File: src/design/bfa_pkg.sv
// Shared types and constants for the best-fit block allocator.
// No dependencies; used by the interfaces, the cell and the top level.
`timescale 1ns / 1ps

package bfa_pkg;

    localparam int SLOT_W = 4;
    localparam int SIZE_W = 16;
    localparam int CFG_W  = 5;

    localparam logic REQ_LOAD  = 1'b0;
    localparam logic REQ_ALLOC = 1'b1;

    localparam logic [CFG_W-1:0] ACTIVE_RST = 5'd16;

    typedef struct packed {
        logic valid;
        logic found;
    } t_tok_ctl;

endpackage

File: src/design/bfa_if.sv
// Valid/ready channel interfaces for request and result words.
// Depends on bfa_pkg for the field widths.
`timescale 1ns / 1ps

interface bfa_req_if;
    logic                       valid;
    logic                       ready;
    logic                       req_type;
    logic [bfa_pkg::SLOT_W-1:0] block_slot;
    logic [bfa_pkg::SIZE_W-1:0] size_value;

    modport source (output valid, req_type, block_slot, size_value, input ready);
    modport sink   (input valid, req_type, block_slot, size_value, output ready);
endinterface

interface bfa_res_if;
    logic                       valid;
    logic                       ready;
    logic                       granted;
    logic [bfa_pkg::SLOT_W-1:0] chosen_block;
    logic [bfa_pkg::SIZE_W-1:0] size_left;

    modport source (output valid, granted, chosen_block, size_left, input ready);
    modport sink   (input valid, granted, chosen_block, size_left, output ready);
endinterface

File: src/design/best_fit_block_allocator.sv
// Best-fit block allocator: accepts load and allocate words on i_req and
// returns one result word per allocate on o_res. Takes a single 5-bit
// configuration register (active_blocks) through i_cfg_we / i_cfg_wdata.
// A load word is taken while idle and writes its entry at once; it gives
// no result. An allocate word is injected into a chain of NUM_BLOCKS cells,
// each holding one free size; the best-fit word moves one cell per cycle.
// The result word appears once the allocate has passed the chain and
// been captured and written back; i_req.ready is low for that time, so
// no new word is taken while an allocate is in flight. The wait is set
// by the chain length plus a capture step and a write-back step.
// The output register lets a load be accepted while a result waits; a
// stalled receiver holds o_res and delays the write-back of the next
// allocate until the register frees.
// Synchronous active-low reset clears every entry to zero, sets
// active_blocks to 16 and drops o_res.valid.
// Depends on bfa_pkg, bfa_if and bfa_cell.
`timescale 1ns / 1ps

module best_fit_block_allocator #(
    parameter int NUM_BLOCKS = 16,
    parameter int SIZE_BITS  = 16
) (
    input  logic                      i_clk,
    input  logic                      i_rst_n,
    input  logic                      i_cfg_we,
    input  logic [bfa_pkg::CFG_W-1:0] i_cfg_wdata,
    bfa_req_if.sink                   i_req,
    bfa_res_if.source                 o_res
);

    localparam int IW = $clog2(NUM_BLOCKS);

    typedef enum logic [1:0] {
        S_IDLE,
        S_SCAN,
        S_DONE
    } t_state;

    t_state                    r_state;
    logic [bfa_pkg::CFG_W-1:0] r_active;
    logic                      r_res_found;
    logic [IW-1:0]             r_res_idx;
    logic [SIZE_BITS-1:0]      r_res_val;
    logic [SIZE_BITS-1:0]      r_res_req;
    logic                      r_ovalid;
    logic                      r_ogranted;
    logic [bfa_pkg::SLOT_W-1:0] r_ochosen;
    logic [bfa_pkg::SIZE_W-1:0] r_oleft;

    bfa_pkg::t_tok_ctl    tok_ctl [0:NUM_BLOCKS];
    logic [SIZE_BITS-1:0] tok_req [0:NUM_BLOCKS];
    logic [SIZE_BITS-1:0] tok_val [0:NUM_BLOCKS];
    logic [IW-1:0]        tok_idx [0:NUM_BLOCKS];

    logic                 in_acc;
    logic                 out_free;
    logic                 wb_go;
    logic [31:0]          size32;
    logic [31:0]          slot32;
    logic [SIZE_BITS-1:0] req_size;
    logic                 load_ok;
    logic                 wr_en;
    logic [IW-1:0]        wr_idx;
    logic [SIZE_BITS-1:0] wr_val;
    logic [SIZE_BITS-1:0] n_left;
    logic [31:0]          left32;
    logic [31:0]          idx32;

    assign i_req.ready = (r_state == S_IDLE);
    assign in_acc      = i_req.valid && i_req.ready;
    assign out_free    = !r_ovalid || o_res.ready;
    assign wb_go       = (r_state == S_DONE) && out_free;

    assign size32   = 32'(i_req.size_value);
    assign req_size = size32[SIZE_BITS-1:0];
    assign slot32   = 32'(i_req.block_slot);
    assign load_ok  = in_acc && (i_req.req_type == bfa_pkg::REQ_LOAD)
                      && (slot32 < 32'(NUM_BLOCKS));

    assign n_left = r_res_val - r_res_req;
    assign left32 = 32'(n_left);
    assign idx32  = 32'(r_res_idx);

    assign wr_en  = load_ok || (wb_go && r_res_found);
    assign wr_idx = load_ok ? slot32[IW-1:0] : r_res_idx;
    assign wr_val = load_ok ? req_size : n_left;

    assign tok_ctl[0].valid = in_acc && (i_req.req_type == bfa_pkg::REQ_ALLOC);
    assign tok_ctl[0].found = 1'b0;
    assign tok_req[0]       = req_size;
    assign tok_val[0]       = '0;
    assign tok_idx[0]       = '0;

    for (genvar g = 0; g < NUM_BLOCKS; g++) begin : g_cell
        bfa_cell #(
            .IDX       (g),
            .IW        (IW),
            .SIZE_BITS (SIZE_BITS)
        ) u_cell (
            .i_clk      (i_clk),
            .i_rst_n    (i_rst_n),
            .i_active   (r_active),
            .i_wr_en    (wr_en),
            .i_wr_idx   (wr_idx),
            .i_wr_val   (wr_val),
            .i_ctl      (tok_ctl[g]),
            .i_req      (tok_req[g]),
            .i_best_val (tok_val[g]),
            .i_best_idx (tok_idx[g]),
            .o_ctl      (tok_ctl[g+1]),
            .o_req      (tok_req[g+1]),
            .o_best_val (tok_val[g+1]),
            .o_best_idx (tok_idx[g+1])
        );
    end

    always_ff @(posedge i_clk) begin
        if (!i_rst_n) begin
            r_state    <= S_IDLE;
            r_active   <= bfa_pkg::ACTIVE_RST;
            r_ovalid   <= 1'b0;
        end else begin
            if (i_cfg_we) begin
                r_active <= i_cfg_wdata;
            end
            if (r_ovalid && o_res.ready) begin
                r_ovalid <= 1'b0;
            end
            unique case (r_state)
                S_IDLE: begin
                    if (tok_ctl[0].valid) begin
                        r_state <= S_SCAN;
                    end
                end
                S_SCAN: begin
                    if (tok_ctl[NUM_BLOCKS].valid) begin
                        r_state <= S_DONE;
                    end
                end
                S_DONE: begin
                    if (out_free) begin
                        r_ovalid <= 1'b1;
                        r_state  <= S_IDLE;
                    end
                end
                default: begin
                    r_state <= S_IDLE;
                end
            endcase
        end
        if (r_state == S_SCAN) begin
            r_res_found <= tok_ctl[NUM_BLOCKS].found;
            r_res_idx   <= tok_idx[NUM_BLOCKS];
            r_res_val   <= tok_val[NUM_BLOCKS];
            r_res_req   <= tok_req[NUM_BLOCKS];
        end
        if (wb_go) begin
            r_ogranted <= r_res_found;
            r_ochosen  <= r_res_found ? idx32[bfa_pkg::SLOT_W-1:0] : '0;
            r_oleft    <= r_res_found ? left32[bfa_pkg::SIZE_W-1:0] : '0;
        end
    end

    assign o_res.valid        = r_ovalid;
    assign o_res.granted      = r_ogranted;
    assign o_res.chosen_block = r_ochosen;
    assign o_res.size_left    = r_oleft;

endmodule

File: src/design/bfa_cell.sv
// One cell of the search chain: holds one free-size entry and passes the
// running best-fit word to its neighbour every cycle. Depends on bfa_pkg.
`timescale 1ns / 1ps

module bfa_cell #(
    parameter int IDX       = 0,
    parameter int IW        = 4,
    parameter int SIZE_BITS = 16
) (
    input  logic                      i_clk,
    input  logic                      i_rst_n,
    input  logic [bfa_pkg::CFG_W-1:0] i_active,
    input  logic                      i_wr_en,
    input  logic [IW-1:0]             i_wr_idx,
    input  logic [SIZE_BITS-1:0]      i_wr_val,
    input  bfa_pkg::t_tok_ctl         i_ctl,
    input  logic [SIZE_BITS-1:0]      i_req,
    input  logic [SIZE_BITS-1:0]      i_best_val,
    input  logic [IW-1:0]             i_best_idx,
    output bfa_pkg::t_tok_ctl         o_ctl,
    output logic [SIZE_BITS-1:0]      o_req,
    output logic [SIZE_BITS-1:0]      o_best_val,
    output logic [IW-1:0]             o_best_idx
);

    localparam logic [IW-1:0] MY_IDX = IW'(IDX);
    localparam logic [8:0]    CMP_IDX = 9'(IDX);

    logic [SIZE_BITS-1:0] r_val;
    bfa_pkg::t_tok_ctl    r_ctl;
    logic [SIZE_BITS-1:0] r_req;
    logic [SIZE_BITS-1:0] r_best_val;
    logic [IW-1:0]        r_best_idx;
    logic                 in_range;
    logic                 take;

    assign in_range = ({4'b0, i_active} > CMP_IDX);
    assign take     = i_ctl.valid && in_range && (r_val >= i_req)
                      && (!i_ctl.found || (r_val < i_best_val));

    always_ff @(posedge i_clk) begin
        if (!i_rst_n) begin
            r_val <= '0;
            r_ctl <= '0;
        end else begin
            if (i_wr_en && (i_wr_idx == MY_IDX)) begin
                r_val <= i_wr_val;
            end
            r_ctl.valid <= i_ctl.valid;
            r_ctl.found <= i_ctl.found || take;
        end
        r_req      <= i_req;
        r_best_val <= take ? r_val : i_best_val;
        r_best_idx <= take ? MY_IDX : i_best_idx;
    end

    assign o_ctl      = r_ctl;
    assign o_req      = r_req;
    assign o_best_val = r_best_val;
    assign o_best_idx = r_best_idx;

endmodule

File: src/flat_wrapper.sv
// flat-port wrapper written by rule: the top's interface ports become plain ports
module best_fit_block_allocator_flat 
#(
    parameter int NUM_BLOCKS = 16,
    parameter int SIZE_BITS  = 16
)
  (i_clk, i_rst_n, i_cfg_we, i_cfg_wdata, i_req_valid, i_req_req_type, i_req_block_slot, i_req_size_value, i_req_ready, o_res_valid, o_res_granted, o_res_chosen_block, o_res_size_left, o_res_ready);
  bfa_req_if i_req_i ();
  bfa_res_if o_res_i ();
  input  logic i_clk;
  input  logic i_rst_n;
  input  logic i_cfg_we;
  input  logic [bfa_pkg::CFG_W-1:0] i_cfg_wdata;
  input wire logic [$bits(i_req_i.valid)-1:0] i_req_valid;
  input wire logic [$bits(i_req_i.req_type)-1:0] i_req_req_type;
  input wire logic [$bits(i_req_i.block_slot)-1:0] i_req_block_slot;
  input wire logic [$bits(i_req_i.size_value)-1:0] i_req_size_value;
  output wire logic [$bits(i_req_i.ready)-1:0] i_req_ready;
  output wire logic [$bits(o_res_i.valid)-1:0] o_res_valid;
  output wire logic [$bits(o_res_i.granted)-1:0] o_res_granted;
  output wire logic [$bits(o_res_i.chosen_block)-1:0] o_res_chosen_block;
  output wire logic [$bits(o_res_i.size_left)-1:0] o_res_size_left;
  input wire logic [$bits(o_res_i.ready)-1:0] o_res_ready;
  assign i_req_i.valid = i_req_valid;
  assign i_req_i.req_type = i_req_req_type;
  assign i_req_i.block_slot = i_req_block_slot;
  assign i_req_i.size_value = i_req_size_value;
  assign i_req_ready = i_req_i.ready;
  assign o_res_valid = o_res_i.valid;
  assign o_res_granted = o_res_i.granted;
  assign o_res_chosen_block = o_res_i.chosen_block;
  assign o_res_size_left = o_res_i.size_left;
  assign o_res_i.ready = o_res_ready;
  best_fit_block_allocator #(.NUM_BLOCKS(NUM_BLOCKS), .SIZE_BITS(SIZE_BITS)) u_core (.i_clk(i_clk), .i_rst_n(i_rst_n), .i_cfg_we(i_cfg_we), .i_cfg_wdata(i_cfg_wdata), .i_req(i_req_i), .o_res(o_res_i));
endmodule
File: config.mk
export PLATFORM = sky130hd
export DESIGN_NAME = best_fit_block_allocator_flat
export DESIGN_NICKNAME = d
export VERILOG_FILES = /design/src/design/bfa_pkg.sv /design/src/design/bfa_if.sv /design/src/design/best_fit_block_allocator.sv /design/src/design/bfa_cell.sv /design/src/flat_wrapper.sv
export SDC_FILE = /design/constraint.sdc
export NUM_CORES = 2
export LEC_CHECK = 0
export BUFFER_PORTS_ARGS = -buffer_cell sky130_fd_sc_hd__clkbuf_2
export CAP_MARGIN = 40
export CORE_MARGIN = 1.5
export CORE_UTILIZATION = 37
export CTS_CLUSTER_DIAMETER = 50
export CTS_CLUSTER_SIZE = 12
export DETAILED_ROUTE_END_ITERATION = 8
export HOLD_SLACK_MARGIN = 0.1
export PLACE_DENSITY = 0.62
export SLEW_MARGIN = 30
export SYNTH_ARGS = -nofsm -noshare
export SYNTH_HDL_FRONTEND = slang
export SYNTH_SLANG_ARGS = --single-unit
File: constraint.sdc
create_clock -name i_clk -period 3 [get_ports i_clk]
set_clock_uncertainty 0.1 [all_clocks]
set_input_delay 0.6 -clock i_clk [delete_from_list [all_inputs] [get_ports i_clk]]
set_output_delay 0.6 -clock i_clk [all_outputs]
set_load 0.03 [all_outputs]
==> results.cfg <==
[synth]
synth_edf_count = 58
ys_types = 83
synth.most_common_cell = dfxtp_1
ys_ff_latch = 915
synth_cells = 4060
yosys-top-cells-area = dfxtp_1, ha_1, mux2_2, inv_1, edfxtp_1
yosysTopAreaCell = dfxtp_1
ys_seq_area_share_pct = 46.9
synth-async-reset-ratio_pct = 0
avgSynthCellArea_um2 = 9.92
netlist_top_cells_count = dfxtp_1, inv_1, ha_1
ys.flop_type = dfxtp_1
synth_nets = 4588
synth_top_cell_area_share_pct = 42.6
yosysWarnings = 0
syn-cell-area_mm2 = 0.0403

[finish]
fin_util_pct = 43.2
final_nets = 4730
final_area_mm2 = 0.0464
diodes = 0
drive_gt1_share_pct = 14.3
synthToLayoutAreaGrowth_pct = 15.3

[setup_path]
critical_path_class = reg -> reg
critPathArrivalTime_ps = 3410
cpMostUsedCell = inv_2
r2r_slack_ps = 20
slowest_delay_ps = 400
worstReg2RegStart = u_core.r_res_val[0]
cp_num_cells = 12
path_cells = inv_2 > ha_4 > inv_2 > fa_2 > a21o_1 > a221oi_2 > buf_4 > o211ai_1 > xor2_2 > o21ai_4 > clkbuf_16 > a21oi_1
crit_buf_inv = 4
worstReg2RegEnd = u_core.g_cell[10].u_cell.r_val[10]
critPathTopFamily = compound AO/OA/AOI/OAI gates
crit_path_max_fanout = 8
critical-path-slowest-cell = edfxtp_1
reg2reg_depth = 12
required_ps = 3430
start_kind = flop
end_kind = flop

[clock_network]
clk_pin_slew_worst_paths_ps = 60
clkLatencyLatePin_ps = 660
numCtsBuffers = 97
cts_max_level = 3
cts.sinks = 915
ctsLongestPathBuffers = 3
cts_root_buf = clkbuf_16
cts_tree = yes

[global_routing]
grt_max_degree = 166
antenna_found_initial = 2
grt_pass1_wl_mm = 166
grt_pass1_vias = 28700
track_usage_pct = 19.1
overflow = 0

[die]
fp.dieW_um = 333
io-pin-count = 54
die_h_um = 333
core_area_mm2 = 0.108
dieArea_mm2 = 0.111
fp-row-count = 120
floorplan.initialDensity_pct = 37.5

[placed_design]
gp_congestion = 0.867
place_area_mm2 = 0.0431
pre_cts_ws_ps = 28.3
port_buffers = 53
hpwl_mm = 77.1

[power_and_ir_drop]
pwr_density_cell_mw_per_mm2 = 558
power.leakage_uw = 0.0204
vdd_drop_max_uv = 433

[job]
max-cap-violations = 0

[sta]
setup_viol = 0
slew_headroom_pct = 39.9
max_freq_ghz = 0.336
worst_pin_slew_ps = 902
fin_crit_ps = 2980
setup_ws_ps = 21.5
drv_slew = 0
timing_hold_violations_final = 0
period_share_pct = 99.3
rsz0062_at_grt = true

[drt]
vias_per_cell = 5.14
drtIter0Drc = 1838
ant_nets = 0
num_vias = 29100
first_pass_iters = 5
drc = 0
post_drt_wl_per_cell_um = 18.8
finalWirelength_mm = 107

[status]
run_status = completed

[min_path]
hold_path_class = in -> reg
hp-start = i_req_size_value[0]
hold_path_end = u_core.g_cell[0].u_cell.o_req[0]
worstHoldPathCells = 1
## placed cells by master (no fill, tap or decap), types with 32 or more instances in the layout
| cell type | n |
|---|---|
| and2_1 | 53 |
| dfxtp_1 | 857 |
| buf_4 | 113 |
| nand2b_1 | 34 |
| inv_1 | 514 |
| clkbuf_16 | 101 |
| clkbuf_2 | 52 |
| o21ai_0 | 283 |
| ha_1 | 495 |
| a32oi_1 | 32 |
| o21a_1 | 38 |
| nor2b_1 | 35 |
| and3_1 | 45 |
| nand2_1 | 165 |
| a21o_1 | 56 |
| edfxtp_1 | 58 |
| nand4_1 | 47 |
| mux2_2 | 200 |
| nor2_1 | 220 |
| a211oi_1 | 117 |
| a21oi_1 | 289 |
## per-stage QoR
step | total power [uW] | hold slack (ps) | TNS, ps | instances
2_1_floorplan | 13800 | 231 | 0 | 4060
3_3_place_gp | 14600 | 236 | -899 | 5478
3_5_place_dp | 14700 | 236 | 0 | 5478
4_1_cts | 26100 | 132 | 0 | 5653
5_1_grt | 26900 | 130 | -1160 | 5661
6_report | 25900 | 145 | 0 | 5661
## state kept, by name, indices dropped and copies added, names as in the netlist
register	flops
u_core.g_cell.u_cell.o_best_val	256
u_core.g_cell.u_cell.o_req	256
u_core.g_cell.u_cell.r_val	256
u_core.g_cell.u_cell.o_best_idx	49
u_core.g_cell.u_cell.o_ctl	32
u_core.o_res.size_left	16
u_core.r_res_req	16
u_core.r_res_val	16
u_core.r_active	5
u_core.o_res.chosen_block	4
u_core.r_res_idx	4
u_core.r_state	2
u_core.o_res.granted	1
u_core.o_res.valid	1
u_core.r_res_found	1
## power breakdown
group	total (uW)	switching, uW	internal (uW)
combinational	1720	1120	603
sequential	12700	208	12500
clock	11500	4830	6630
## worst reg2reg max path: stages, from the launching register on
cell and delay, ps:
edfxtp_1 400, inv_2 90, ha_4 130, inv_2 40, fa_2 400, a21o_1 190
a221oi_2 280, buf_4 160, o211ai_1 180, xor2_2 270, o21ai_4 290, clkbuf_16 250
a21oi_1 80
## layer usage
| metal | up-vias | global-route usage [%] | share of wire, % |
|---|---|---|---|
| li1 | 14400 | - | - |
| met1 | 13900 | 25.0 | 45 |
| met2 | 592 | 32.1 | 47 |
| met3 | 172 | 3.01 | 4.9 |
| met4 | 2 | 6.04 | 2.9 |
| met5 | - | 0 | 0.012 |
## logic make-up after synthesis
group,after synthesis,synth area share [%]
AO/OA/AOI/OAI,995,15.3
flip-flops,915,46.9
AND/OR/NAND/NOR,727,8.96
buffers and inverters,689,6.72
adder cells (fa/ha/maj),497,15.5
multiplexers,229,6.40
XOR/XNOR,8,0.174
## what timing repair did
item                                   CTS  global route
resized for setup                        0            19
endpoints found under the hold margin   20             0
buffers inserted                         0             7
hold buffers                            20             0
setup endpoints to repair                0            77
## worst max-delay path by stage
stage / to / slack (ps) / startpoint
floorplan: u_core.g_cell[13].u_cell.r_val[10] / 230 / u_core.r_res_val[0]
global placement: u_core.g_cell[3].u_cell.o_best_val[14] / -160 / u_core.g_cell[2].u_cell.o_best_val[2]
detailed placement: u_core.g_cell[0].u_cell.r_val[2] / 30 / i_req_req_type
CTS: u_core.g_cell[5].u_cell.r_val[10] / 6 / u_core.r_res_val[0]
global route: u_core.g_cell[1].u_cell.r_val[10] / -100 / u_core.r_res_val[0]
finish: u_core.g_cell[10].u_cell.r_val[10] / 20 / u_core.r_res_val[0]
## layout make-up
| cell class | instances | area (um2) |
|---|---|---|
| clock buffer | 126 | 2690 |
| clock inverter | 29 | 325 |
| fill | 10200 | 61100 |
| inverter | 517 | 1940 |
| multi-input combinational | 2456 | 18900 |
| sequential | 915 | 18900 |
| tap | 1403 | 1760 |
| timing repair buffer | 215 | 1910 |
Power figures use the tool's default switching activity.
